--- src/design/pscs_pkg.sv ---
// shared types, register and step codes for the proximity scaled chase and sweep block
// no dependencies
`default_nettype none
package pscs_pkg;

  localparam int LED_COUNT_DEF    = 8;
  localparam int PWM_LED_MASK_DEF = 15;
  localparam int LED_OUTS         = 8;

  localparam int DIV_NW = 40;
  localparam int DIV_DW = 32;

  localparam logic [2:0] REG_NEAR       = 3'd0;
  localparam logic [2:0] REG_FAR        = 3'd1;
  localparam logic [2:0] REG_SPEED_MAX  = 3'd2;
  localparam logic [2:0] REG_SWEEP_BASE = 3'd3;
  localparam logic [2:0] REG_CHASE_BASE = 3'd4;
  localparam logic [2:0] REG_GLOW       = 3'd5;
  localparam logic [2:0] REG_ANGLE_LOW  = 3'd6;
  localparam logic [2:0] REG_ANGLE_HIGH = 3'd7;

  localparam logic [3:0] OP_DIST  = 4'd0;
  localparam logic [3:0] OP_SPEED = 4'd1;
  localparam logic [3:0] OP_PS    = 4'd2;
  localparam logic [3:0] OP_RS    = 4'd3;
  localparam logic [3:0] OP_OFF   = 4'd4;
  localparam logic [3:0] OP_PC    = 4'd5;
  localparam logic [3:0] OP_RC    = 4'd6;
  localparam logic [3:0] OP_LEDA  = 4'd7;
  localparam logic [3:0] OP_LEDB  = 4'd8;
  localparam logic [3:0] OP_LEDC  = 4'd9;

  typedef struct packed {
    logic       capture;
    logic       setup;
    logic       finish;
    logic       load_out;
    logic [3:0] op;
  } ctrl_cmd_t;

  typedef struct packed {
    logic div_done;
    logic led_last;
  } dp_stat_t;

endpackage
`default_nettype wire

--- src/design/proximity_scaled_chase_and_sweep.sv ---
// top level: one request per millisecond tick, one result per request
// each request runs its divisions one after another on the shared 40-step divider
// (six divisions for speed, periods, phases and sweep offset, one per LED); one at a time
// the next request is taken while a finished result waits in the output register
// synchronous active-high reset: registers to defaults, time zero, held distance 1600
// uses pscs_pkg, pscs_ctrl and pscs_dp
`default_nettype none
module proximity_scaled_chase_and_sweep #(
  parameter int LED_COUNT    = pscs_pkg::LED_COUNT_DEF,
  parameter int PWM_LED_MASK = pscs_pkg::PWM_LED_MASK_DEF
) (
  input  wire logic         clk,
  input  wire logic         rst,
  input  wire logic         s_tvalid,
  output logic              s_tready,
  input  wire logic [15:0]  s_tdata,  // echo_us
  input  wire logic [0:0]   s_tuser,  // echo_present
  output logic              m_tvalid,
  input  wire logic         m_tready,
  output logic [111:0]      m_tdata,  // servo_a_angle, servo_b_angle, led_0..led_7,
                                      // distance_now, speed_now, zero fill
  input  wire logic         wr_en,
  input  wire logic [2:0]   wr_index,
  input  wire logic [15:0]  wr_data
);
  import pscs_pkg::*;

  ctrl_cmd_t cmd;
  dp_stat_t  stat;

  pscs_ctrl u_ctrl (
    .clk      (clk),
    .rst      (rst),
    .s_tvalid (s_tvalid),
    .s_tready (s_tready),
    .m_tvalid (m_tvalid),
    .m_tready (m_tready),
    .stat     (stat),
    .cmd      (cmd)
  );

  pscs_dp #(
    .LED_COUNT    (LED_COUNT),
    .PWM_LED_MASK (PWM_LED_MASK)
  ) u_dp (
    .clk        (clk),
    .rst        (rst),
    .wr_en      (wr_en),
    .wr_index   (wr_index),
    .wr_data    (wr_data),
    .in_present (s_tuser[0]),
    .in_us      (s_tdata),
    .cmd        (cmd),
    .stat       (stat),
    .result     (m_tdata)
  );

endmodule
`default_nettype wire

--- src/design/pscs_div.sv ---
// restoring divider, one quotient bit per cycle
// uses pscs_pkg
`default_nettype none
module pscs_div (
  input  wire logic                      clk,
  input  wire logic                      rst,
  input  wire logic                      start,
  input  wire logic [pscs_pkg::DIV_NW-1:0] num,
  input  wire logic [pscs_pkg::DIV_DW-1:0] den,
  output logic                           done,
  output logic [pscs_pkg::DIV_NW-1:0]    quo,
  output logic [pscs_pkg::DIV_DW-1:0]    rem
);
  import pscs_pkg::*;

  logic [DIV_DW:0] part;
  logic [DIV_DW:0] shifted;
  logic [5:0]      cnt;
  logic            busy;

  assign shifted = {part[DIV_DW-1:0], quo[DIV_NW-1]};
  assign rem = part[DIV_DW-1:0];

  always_ff @(posedge clk) begin
    if (rst) begin
      busy <= 1'b0;
      done <= 1'b0;
      cnt  <= '0;
    end else begin
      done <= 1'b0;
      if (start) begin
        busy <= 1'b1;
        cnt  <= 6'(DIV_NW);
      end else if (busy) begin
        cnt <= cnt - 6'd1;
        if (cnt == 6'd1) begin
          busy <= 1'b0;
          done <= 1'b1;
        end
      end
    end
  end

  always_ff @(posedge clk) begin
    if (start) begin
      part <= '0;
      quo  <= num;
    end else if (busy) begin
      if (shifted >= {1'b0, den}) begin
        part <= shifted - {1'b0, den};
        quo  <= {quo[DIV_NW-2:0], 1'b1};
      end else begin
        part <= shifted;
        quo  <= {quo[DIV_NW-2:0], 1'b0};
      end
    end
  end

  assert property (@(posedge clk) disable iff (rst) start |-> !busy)
    else $error("divider started while busy");
  assert property (@(posedge clk) disable iff (rst) done |-> !busy)
    else $error("divider done while busy");
  assert property (@(posedge clk) disable iff (rst) start |=> busy && !done)
    else $error("divider did not start");

endmodule
`default_nettype wire

--- src/design/pscs_dp.sv ---
// datapath: config registers, held distance, time, divider operands and results
// uses pscs_pkg and pscs_div
`default_nettype none
module pscs_dp #(
  parameter int LED_COUNT    = pscs_pkg::LED_COUNT_DEF,
  parameter int PWM_LED_MASK = pscs_pkg::PWM_LED_MASK_DEF
) (
  input  wire logic                clk,
  input  wire logic                rst,
  input  wire logic                wr_en,
  input  wire logic [2:0]          wr_index,
  input  wire logic [15:0]         wr_data,
  input  wire logic                in_present,
  input  wire logic [15:0]         in_us,
  input  wire pscs_pkg::ctrl_cmd_t cmd,
  output pscs_pkg::dp_stat_t       stat,
  output logic [111:0]             result
);
  import pscs_pkg::*;

  localparam int LED_LOOP = (LED_COUNT < LED_OUTS) ? LED_COUNT : LED_OUTS;
  localparam logic [7:0] PWM_BITS = 8'(PWM_LED_MASK);
  // 80 * ceil(2^32 / 291); gives exactly floor of echo*80/291 for 16-bit echoes
  localparam logic [30:0] DIST_RECIP = 31'd1180747040;

  logic [14:0] near_limit, far_limit;
  logic [11:0] speed_max, glow_width;
  logic [15:0] sweep_base, chase_base;
  logic [7:0]  angle_low, angle_high;

  logic [31:0] time_ms;
  logic [14:0] held;
  logic        echo_p;
  logic [15:0] echo_us;
  logic [11:0] speed;
  logic [15:0] ps, pc, rc, rs;
  logic [7:0]  ang_a, ang_b;
  logic [7:0]  leds [LED_OUTS];
  logic [2:0]  led_i;
  logic [20:0] ta, tb, tot, x;
  logic [27:0] dgl;

  logic [DIV_NW-1:0] num;
  logic [DIV_DW-1:0] den;
  logic              div_start, div_done;
  logic [DIV_NW-1:0] quo;
  logic [DIV_DW-1:0] rem;

  logic [11:0] smax;
  logic        ordered;
  logic [14:0] dcl;
  logic [7:0]  span;
  logic [16:0] two_r, two_ps, tri_n;
  logic [8:0]  a_sum;
  logic [7:0]  a_new, b_raw, b_new;
  logic [20:0] xa, xw;
  logic [28:0] x256;
  logic        led_off;
  logic [27:0] diff;
  logic [7:0]  v_raw, v_new;
  logic [46:0] dist_prod;

  pscs_div u_div (
    .clk   (clk),
    .rst   (rst),
    .start (div_start),
    .num   (num),
    .den   (den),
    .done  (div_done),
    .quo   (quo),
    .rem   (rem)
  );

  // start in the cycle after setup so the divider loads the new operands
  always_ff @(posedge clk) begin
    if (rst) begin
      div_start <= 1'b0;
    end else begin
      div_start <= cmd.setup && cmd.op != OP_DIST && cmd.op != OP_LEDA &&
                   cmd.op != OP_LEDB;
    end
  end

  assign stat.div_done = div_done;
  assign stat.led_last = (led_i == 3'(LED_LOOP - 1));

  always_comb begin
    dist_prod = 47'(echo_us) * 47'(DIST_RECIP);
    smax    = (speed_max < 12'd256) ? 12'd256 : speed_max;
    ordered = far_limit > near_limit;
    if (held < near_limit) dcl = near_limit;
    else if (held > far_limit) dcl = far_limit;
    else dcl = held;
    span   = (angle_high >= angle_low) ? angle_high - angle_low : 8'd0;
    two_r  = {rs, 1'b0};
    two_ps = {ps, 1'b0};
    tri_n  = (two_r < {1'b0, ps}) ? two_r : two_ps - two_r;
    a_sum  = {1'b0, angle_low} + quo[8:0];
    a_new  = (a_sum > 9'd180) ? 8'd180 : a_sum[7:0];
    b_raw  = (angle_high >= a_new) ? angle_high - a_new : 8'd0;
    b_new  = (b_raw > 8'd180) ? 8'd180 : b_raw;
    xa     = (ta >= tb) ? ta - tb : tb - ta;
    xw     = (tot - xa < xa) ? tot - xa : xa;
    x256   = {x, 8'b0};
    led_off = x256 >= {1'b0, dgl};
    diff   = led_off ? 28'd0 : dgl - x256[27:0];
    if (glow_width == 12'd0) v_raw = (x == 21'd0) ? 8'd255 : 8'd0;
    else if (led_off) v_raw = 8'd0;
    else v_raw = quo[7:0];
    if (!PWM_BITS[led_i]) v_new = (v_raw >= 8'd128) ? 8'd255 : 8'd0;
    else v_new = v_raw;
  end

  always_ff @(posedge clk) begin
    if (rst) begin
      near_limit <= 15'd160;
      far_limit  <= 15'd1600;
      speed_max  <= 12'd768;
      sweep_base <= 16'd4000;
      chase_base <= 16'd2000;
      glow_width <= 12'd384;
      angle_low  <= 8'd0;
      angle_high <= 8'd180;
    end else if (wr_en) begin
      unique case (wr_index)
        REG_NEAR:       near_limit <= wr_data[14:0];
        REG_FAR:        far_limit  <= wr_data[14:0];
        REG_SPEED_MAX:  speed_max  <= wr_data[11:0];
        REG_SWEEP_BASE: sweep_base <= wr_data;
        REG_CHASE_BASE: chase_base <= wr_data;
        REG_GLOW:       glow_width <= wr_data[11:0];
        REG_ANGLE_LOW:  angle_low  <= wr_data[7:0];
        REG_ANGLE_HIGH: angle_high <= wr_data[7:0];
        default: ;
      endcase
    end
  end

  always_ff @(posedge clk) begin
    if (rst) begin
      time_ms <= '0;
      held    <= 15'd1600;
    end else begin
      if (cmd.load_out) time_ms <= time_ms + 32'd1;
      if (cmd.setup && cmd.op == OP_DIST && echo_p && echo_us != 16'd0) begin
        held <= dist_prod[46:32];
      end
    end
  end

  always_ff @(posedge clk) begin
    if (cmd.capture) begin
      echo_p  <= in_present;
      echo_us <= in_us;
      led_i   <= '0;
      for (int k = 0; k < LED_OUTS; k++) leds[k] <= '0;
    end
    if (cmd.setup) begin
      unique case (cmd.op)
        OP_SPEED: begin
          num <= 40'(far_limit - dcl) * 40'(smax - 12'd256);
          den <= ordered ? 32'(far_limit - near_limit) : 32'd1;
        end
        OP_PS: begin
          num <= 40'({sweep_base, 8'b0});
          den <= 32'(speed);
        end
        OP_RS: begin
          num <= 40'(time_ms);
          den <= 32'(ps);
        end
        OP_OFF: begin
          num <= 40'(tri_n) * 40'(span);
          den <= 32'(ps);
        end
        OP_PC: begin
          num <= 40'({chase_base, 8'b0});
          den <= 32'(speed);
        end
        OP_RC: begin
          num <= 40'(time_ms);
          den <= 32'(pc);
        end
        OP_LEDA: begin
          ta  <= 21'(led_i) * 21'(pc);
          tb  <= 21'(rc) * 21'(LED_COUNT);
          tot <= 21'(pc) * 21'(LED_COUNT);
        end
        OP_LEDB: begin
          x   <= xw;
          dgl <= 28'(pc) * 28'(glow_width);
        end
        OP_LEDC: begin
          num <= 40'({diff, 8'b0}) - 40'(diff);
          den <= (glow_width == 12'd0) ? 32'd1 : 32'(dgl);
        end
        default: ;
      endcase
    end
    if (cmd.finish) begin
      unique case (cmd.op)
        OP_SPEED: begin
          if (ordered) speed <= 12'd256 + quo[11:0];
          else speed <= (held <= near_limit) ? smax : 12'd256;
        end
        OP_PS:  ps <= (quo < 40'd200) ? 16'd200 : quo[15:0];
        OP_RS:  rs <= rem[15:0];
        OP_OFF: begin
          ang_a <= a_new;
          ang_b <= b_new;
        end
        OP_PC:  pc <= (quo < 40'd150) ? 16'd150 : quo[15:0];
        OP_RC:  rc <= rem[15:0];
        OP_LEDC: begin
          leds[led_i] <= v_new;
          led_i       <= led_i + 3'd1;
        end
        default: ;
      endcase
    end
    if (cmd.load_out) begin
      result <= {5'd0, speed, held, leds[7], leds[6], leds[5], leds[4],
                 leds[3], leds[2], leds[1], leds[0], ang_b, ang_a};
    end
  end

endmodule
`default_nettype wire

--- src/design/pscs_ctrl.sv ---
// controller: sequences the divider and non-divider steps of one tick and the output handshake
// uses pscs_pkg
`default_nettype none
module pscs_ctrl (
  input  wire logic               clk,
  input  wire logic               rst,
  input  wire logic               s_tvalid,
  output logic                    s_tready,
  output logic                    m_tvalid,
  input  wire logic               m_tready,
  input  wire pscs_pkg::dp_stat_t stat,
  output pscs_pkg::ctrl_cmd_t     cmd
);
  import pscs_pkg::*;

  localparam logic [2:0] ST_IDLE   = 3'd0;
  localparam logic [2:0] ST_ISSUE  = 3'd1;
  localparam logic [2:0] ST_WAIT   = 3'd2;
  localparam logic [2:0] ST_FINISH = 3'd3;
  localparam logic [2:0] ST_OUT    = 3'd4;

  logic [2:0] state, state_next;
  logic [3:0] phase, phase_next;

  assign s_tready = (state == ST_IDLE);

  always_comb begin
    state_next = state;
    phase_next = phase;
    cmd        = '0;
    cmd.op     = phase;
    unique case (state)
      ST_IDLE: begin
        if (s_tvalid) begin
          cmd.capture = 1'b1;
          phase_next  = OP_DIST;
          state_next  = ST_ISSUE;
        end
      end
      ST_ISSUE: begin
        cmd.setup = 1'b1;
        if (phase == OP_DIST || phase == OP_LEDA || phase == OP_LEDB) begin
          phase_next = phase + 4'd1;
        end else begin
          state_next = ST_WAIT;
        end
      end
      ST_WAIT: begin
        if (stat.div_done) state_next = ST_FINISH;
      end
      ST_FINISH: begin
        cmd.finish = 1'b1;
        state_next = ST_ISSUE;
        if (phase == OP_LEDC) begin
          if (stat.led_last) state_next = ST_OUT;
          else phase_next = OP_LEDA;
        end else begin
          phase_next = phase + 4'd1;
        end
      end
      ST_OUT: begin
        if (!m_tvalid || m_tready) begin
          cmd.load_out = 1'b1;
          state_next   = ST_IDLE;
        end
      end
      default: state_next = ST_IDLE;
    endcase
  end

  always_ff @(posedge clk) begin
    if (rst) begin
      state    <= ST_IDLE;
      phase    <= OP_DIST;
      m_tvalid <= 1'b0;
    end else begin
      state <= state_next;
      phase <= phase_next;
      if (cmd.load_out) m_tvalid <= 1'b1;
      else if (m_tready) m_tvalid <= 1'b0;
    end
  end

  assert property (@(posedge clk) disable iff (rst)
    s_tvalid && s_tready |=> state == ST_ISSUE && phase == OP_DIST)
    else $error("request not started at first step");
  assert property (@(posedge clk) disable iff (rst)
    state == ST_WAIT && stat.div_done |=> state == ST_FINISH)
    else $error("divider result missed");
  assert property (@(posedge clk) disable iff (rst)
    state == ST_OUT && m_tvalid && !m_tready |=> state == ST_OUT && m_tvalid)
    else $error("pending result overwritten");

endmodule
`default_nettype wire
--- config.mk ---
export PLATFORM = sky130hd
export DESIGN_NAME = proximity_scaled_chase_and_sweep
export DESIGN_NICKNAME = d
export VERILOG_FILES = /design/src/design/pscs_pkg.sv /design/src/design/proximity_scaled_chase_and_sweep.sv /design/src/design/pscs_div.sv /design/src/design/pscs_dp.sv /design/src/design/pscs_ctrl.sv
export SDC_FILE = /design/constraint.sdc
export NUM_CORES = 2
export LEC_CHECK = 0
export ABC_AREA = 1
export BUFFER_PORTS_ARGS = -buffer_cell sky130_fd_sc_hd__buf_2
export CORE_ASPECT_RATIO = 0.8
export CORE_MARGIN = 2
export CORE_UTILIZATION = 40
export CTS_BUF_LIST = sky130_fd_sc_hd__clkbuf_4
export DETAILED_ROUTE_END_ITERATION = 8
export SYNTH_ARGS = -nofsm -noshare
export SYNTH_HDL_FRONTEND = slang
export SYNTH_SLANG_ARGS = --single-unit
--- constraint.sdc ---
create_clock -name clk -period 11.25 [get_ports clk]
set_input_delay 0.5625 -clock clk [delete_from_list [all_inputs] [get_ports clk]]
set_output_delay 0.5625 -clock clk [all_outputs]
set_load 0.05 [all_outputs]
==> summary by stage <==
Status
The flow ran to the end, and the final reports show no timing, DRC or antenna violations.

Floorplanning
The vertical die dimension is between 300 and 400 um. The total die area is 0.181 sq mm. The overall die width is 475 um. The total core area is about 0.18 sq mm. For this configuration, the core starts out at a cell density of ~40%.

Row generation in the floorplan step produced 138 rows. The number of top-level pins is ~160.

STA
The setup-violating endpoint count in the final report is 0. The max-slew headroom at the worst pin is a little over 8%. The number of hold-slack violations in the final timing report is 0. The final worst clock skew is about 130 ps. The number of pins with negative max-slew slack in the final report is 0. Setup repair after global routing could not meet its margin everywhere. The post-route minimum period is roughly 11000 ps. The minimum setup slack in the final design is between 600 and 700 ps. After layout, the worst path uses between 90% and 100% of the clock period. For the pin with the worst max-slew slack, the measured transition is 1360 ps. Derived from the worst setup path, the maximum achievable clock frequency is approximately 94 MHz.

Yosys
The synthesized netlist devotes about a third of its cell area to adder and majority cells. The number of enable flip-flop cells after synthesis is roughly 500. The synthesized-area fraction occupied by and/or/nand/nor cells is approximately 17%.

The post-synthesis async set-or-reset flop share is 0%. The cell type with the highest aggregate area in the netlist is sky130_fd_sc_hd__edfxtp_1. For this run, the leading register cell type out of synthesis is sky130_fd_sc_hd__edfxtp_1. The largest family of logic cells by synthesized area is adder cells.

Summing the areas of all compound-gate instances in the mapped netlist gives 9.78% of the synthesized area. By area the synthesized netlist is led by sky130_fd_sc_hd__edfxtp_1 21%, sky130_fd_sc_hd__fa_1 20%, sky130_fd_sc_hd__ha_1 13%. The xor/xnor cell area share of the yosys netlist is under 10%.

By instance count, the leading cell after synthesis is sky130_fd_sc_hd__inv_1. After synthesis the cells add up to slightly above 0.07 sq mm. The sequential cell area fraction in the yosys report is between 20% and 30%. The post-synthesis cell count is around 8400. The total of flip-flops plus latches after synthesis is 691. The commonest cells after synthesis are 1767 x sky130_fd_sc_hd__inv_1, 1495 x sky130_fd_sc_hd__nand2_1, 783 x sky130_fd_sc_hd__nor2_1, 754 x sky130_fd_sc_hd__ha_1, 707 x sky130_fd_sc_hd__fa_1. The share of synthesized area in the top cell type comes to approximately a fifth. The mean cell area of the mapped netlist is around 8.4 sq um. Yosys printed 0 warnings. The number of different library cells in the post-synthesis netlist is between 80 and 90. The mux cell area share after synthesis is less than 1%.

Clock network
Clock latency on the worst-skew pair, taken at its later pin, is 1260 ps. The total number of clock tree sinks is ~690. After clock tree synthesis, the clock-pin slew on the worst setup and hold paths is 70 ps. In this run the clock root is driven by a sky130_fd_sc_hd__clkbuf_4. TritonCTS built the clock tree. Counting the buffers created by CTS gives ~190.

Counting along the longest clock path gives a buffer depth of 3. The number of levels the H-tree was split into is 4.

Worst setup path
The endpoint identified for the worst register-to-register timing path is u_dp.num[32]. For this design, the slowest cell found on the critical path is sky130_fd_sc_hd__fa_1. The slack of the worst reg-to-reg path is about 600 ps. Data on the critical path arrives at its endpoint at around 12000 ps.

The data required time at the worst endpoint is roughly 12000 ps. The startpoint identified for the worst register-to-register timing path is u_dp.near_limit[1]. The delay of the slowest cell on the worst path is about 630 ps.

The worst register-to-register path has a depth of 46. STA classifies the critical path startpoint as a flip-flop. The highest net fanout along the worst path is 8. The worst setup path is captured at a flip-flop. The type of the setup path with the least slack is flip-flop to flip-flop.

Detailed routing
The number of vias after detailed routing is ~60000. In the final routed layout, each cell accounts on average for ~20 um. After detailed routing, the number of vias per cell comes to 5.17. The pre-antenna-repair detailed-routing pass consisted of 8 iterations.

Summed over all layers, the routed wires come to about 230000 um. The detail route stage leaves a number of antenna-violating nets equal to 0. The DRC violation total after the first TritonRoute iteration is 5242. For this run, design rule violations remaining after detail routing come to 0.

Final layout
Summing all multi-input logic gate instances after layout gives about 0.045 sq mm. In the final layout, the share of cells above drive strength 1 is 8.37%. Fill cells in the final layout number roughly 18000. For this run, the post-layout net count is between 10000 and 15000. The area occupied by registers is between 0.015 and 0.02 sq mm. The synthesis-to-layout area growth is 9.97%.

Global route
The sum of overflow across all layers after global routing is 0. The first global-routing pass estimated ~350000 um of wire. The number of antenna violations at the first check in global routing is 7. Global routing used between 20 and 30% of the available tracks. The number of global-route vias before repair was 58500. The largest net degree at the start of global routing is 85.

Place
At the end of routability-driven placement, the weighted congestion stood at between 0.9 and 1. Once detailed placement completed, the half-perimeter wirelength came to roughly 190000 um. The number of port buffers is between 100 and 150. The worst-case setup slack after placement is between 200 and 250 ps.

Job
The max-capacitance violation count is 0.

Worst hold path
Along the worst hold path, the cell count comes to 2. The class of the worst hold path is primary input to flip-flop. In this run the most critical hold path is launched from s_tdata[1]. The end point of the most critical hold path is u_dp.echo_us[1].
## kinds of logic (layout without fill, tap and decap cells)
family	Yosys count	after routing
xor+xnor	208	208
other cells	1	18
mux	3	3
compound gates	1210	1211
buf+inv	2015	2481
flops	691	691
simple gates	2857	2857
fa+ha+maj	1461	1461
## routing by layer
metal | global-route usage, % | part of all wire [%] | up-vias
met5 | 0 | 0.027 | -
li1 | - | - | 27700
met1 | 36.9 | 47 | 28600
met2 | 37.9 | 42 | 1885
met3 | 6.12 | 8.5 | 275
met4 | 6.73 | 2.6 | 8
## cell usage in the layout, fill, tap and decap left out, types with 201 or more instances in the layout
cell type	count
sky130_fd_sc_hd__clkbuf_4	268
sky130_fd_sc_hd__inv_1	1761
sky130_fd_sc_hd__nand2_1	1494
sky130_fd_sc_hd__nand3_1	279
sky130_fd_sc_hd__a21oi_1	480
sky130_fd_sc_hd__o21ai_0	378
sky130_fd_sc_hd__ha_1	753
sky130_fd_sc_hd__dfxtp_1	201
sky130_fd_sc_hd__edfxtp_1	489
sky130_fd_sc_hd__nor2_1	777
sky130_fd_sc_hd__fa_1	707
## worst max-delay path, delay by kind of cell (launching register included)
kind            cells  cell delay (ps)
fa+ha+maj          11             5260
xor+xnor            1              190
flops               1              310
compound gates     10             1680
buf+inv            14             1610
simple gates       10             1300
## area by class of cell
cell class	count	area share [%]
Antenna cell	12	0.0385
Sequential cell	691	24.0
Timing Repair Buffer	331	2.91
Tap cell	2380	3.82
Clock inverter	76	0.575
Inverter	1806	8.71
Multi-Input combinational cell	5746	57.3
Clock buffer	268	2.58
## flip-flops by register name (all words and copies together) (netlist names), 16 cells and up, named ones only
name	flops
u_dp.tb	16
u_dp.rc	16
u_dp.ps	16
u_dp.den	29
u_dp.ta	19
u_dp.u_div.part	32
u_dp.leds	64
u_dp.num	40
u_dp.time_ms	32
u_dp.dgl	28
u_dp.rs	16
u_dp.pc	16
u_dp.result	43
u_dp.x	21
u_dp.echo_us	16
m_tdata	64
u_dp.u_div.quo	40
u_dp.tot	16
u_dp.sweep_base	16
u_dp.chase_base	16
## stage by stage
step	hold WS, ps	TNS (ps)	util, %	instances	area [sq um]
floorplan	400	0	-	8451	70900
global placement	401	0	42.3	10900	74600
detailed placement	405	0	42.3	10900	74600
CTS	17.4	0	44.0	11300	77700
global route	34.4	-158	44.1	11300	77900
finish	162	0	44.1	11300	77900
## repair_timing
action,CTS,global route
endpoints found under the setup margin,0,19
resized for setup,0,26
hold buffers,62,0
setup buffers,0,12
endpoints found under the hold margin,168,0
## worst max-delay path by stage
stage | startpoint | end | slack (ps) | cells past startpoint
6_report | u_dp.near_limit[1] | u_dp.num[32] | 600 | 46
4_1_cts | u_dp.near_limit[14] | u_dp.num[32] | 20 | 41
3_5_place_dp | u_dp.near_limit[14] | u_dp.num[32] | 220 | 41
3_3_place_gp | u_dp.held[14] | u_dp.num[35] | 300 | 47
2_1_floorplan | u_dp.far_limit[1] | u_dp.num[38] | 1300 | 42
5_1_grt | u_dp.far_limit[2] | u_dp.num[39] | -70 | 53
Power is not shown: default switching activity piles up to over one toggle a cycle in this logic, so the estimate is an artifact.
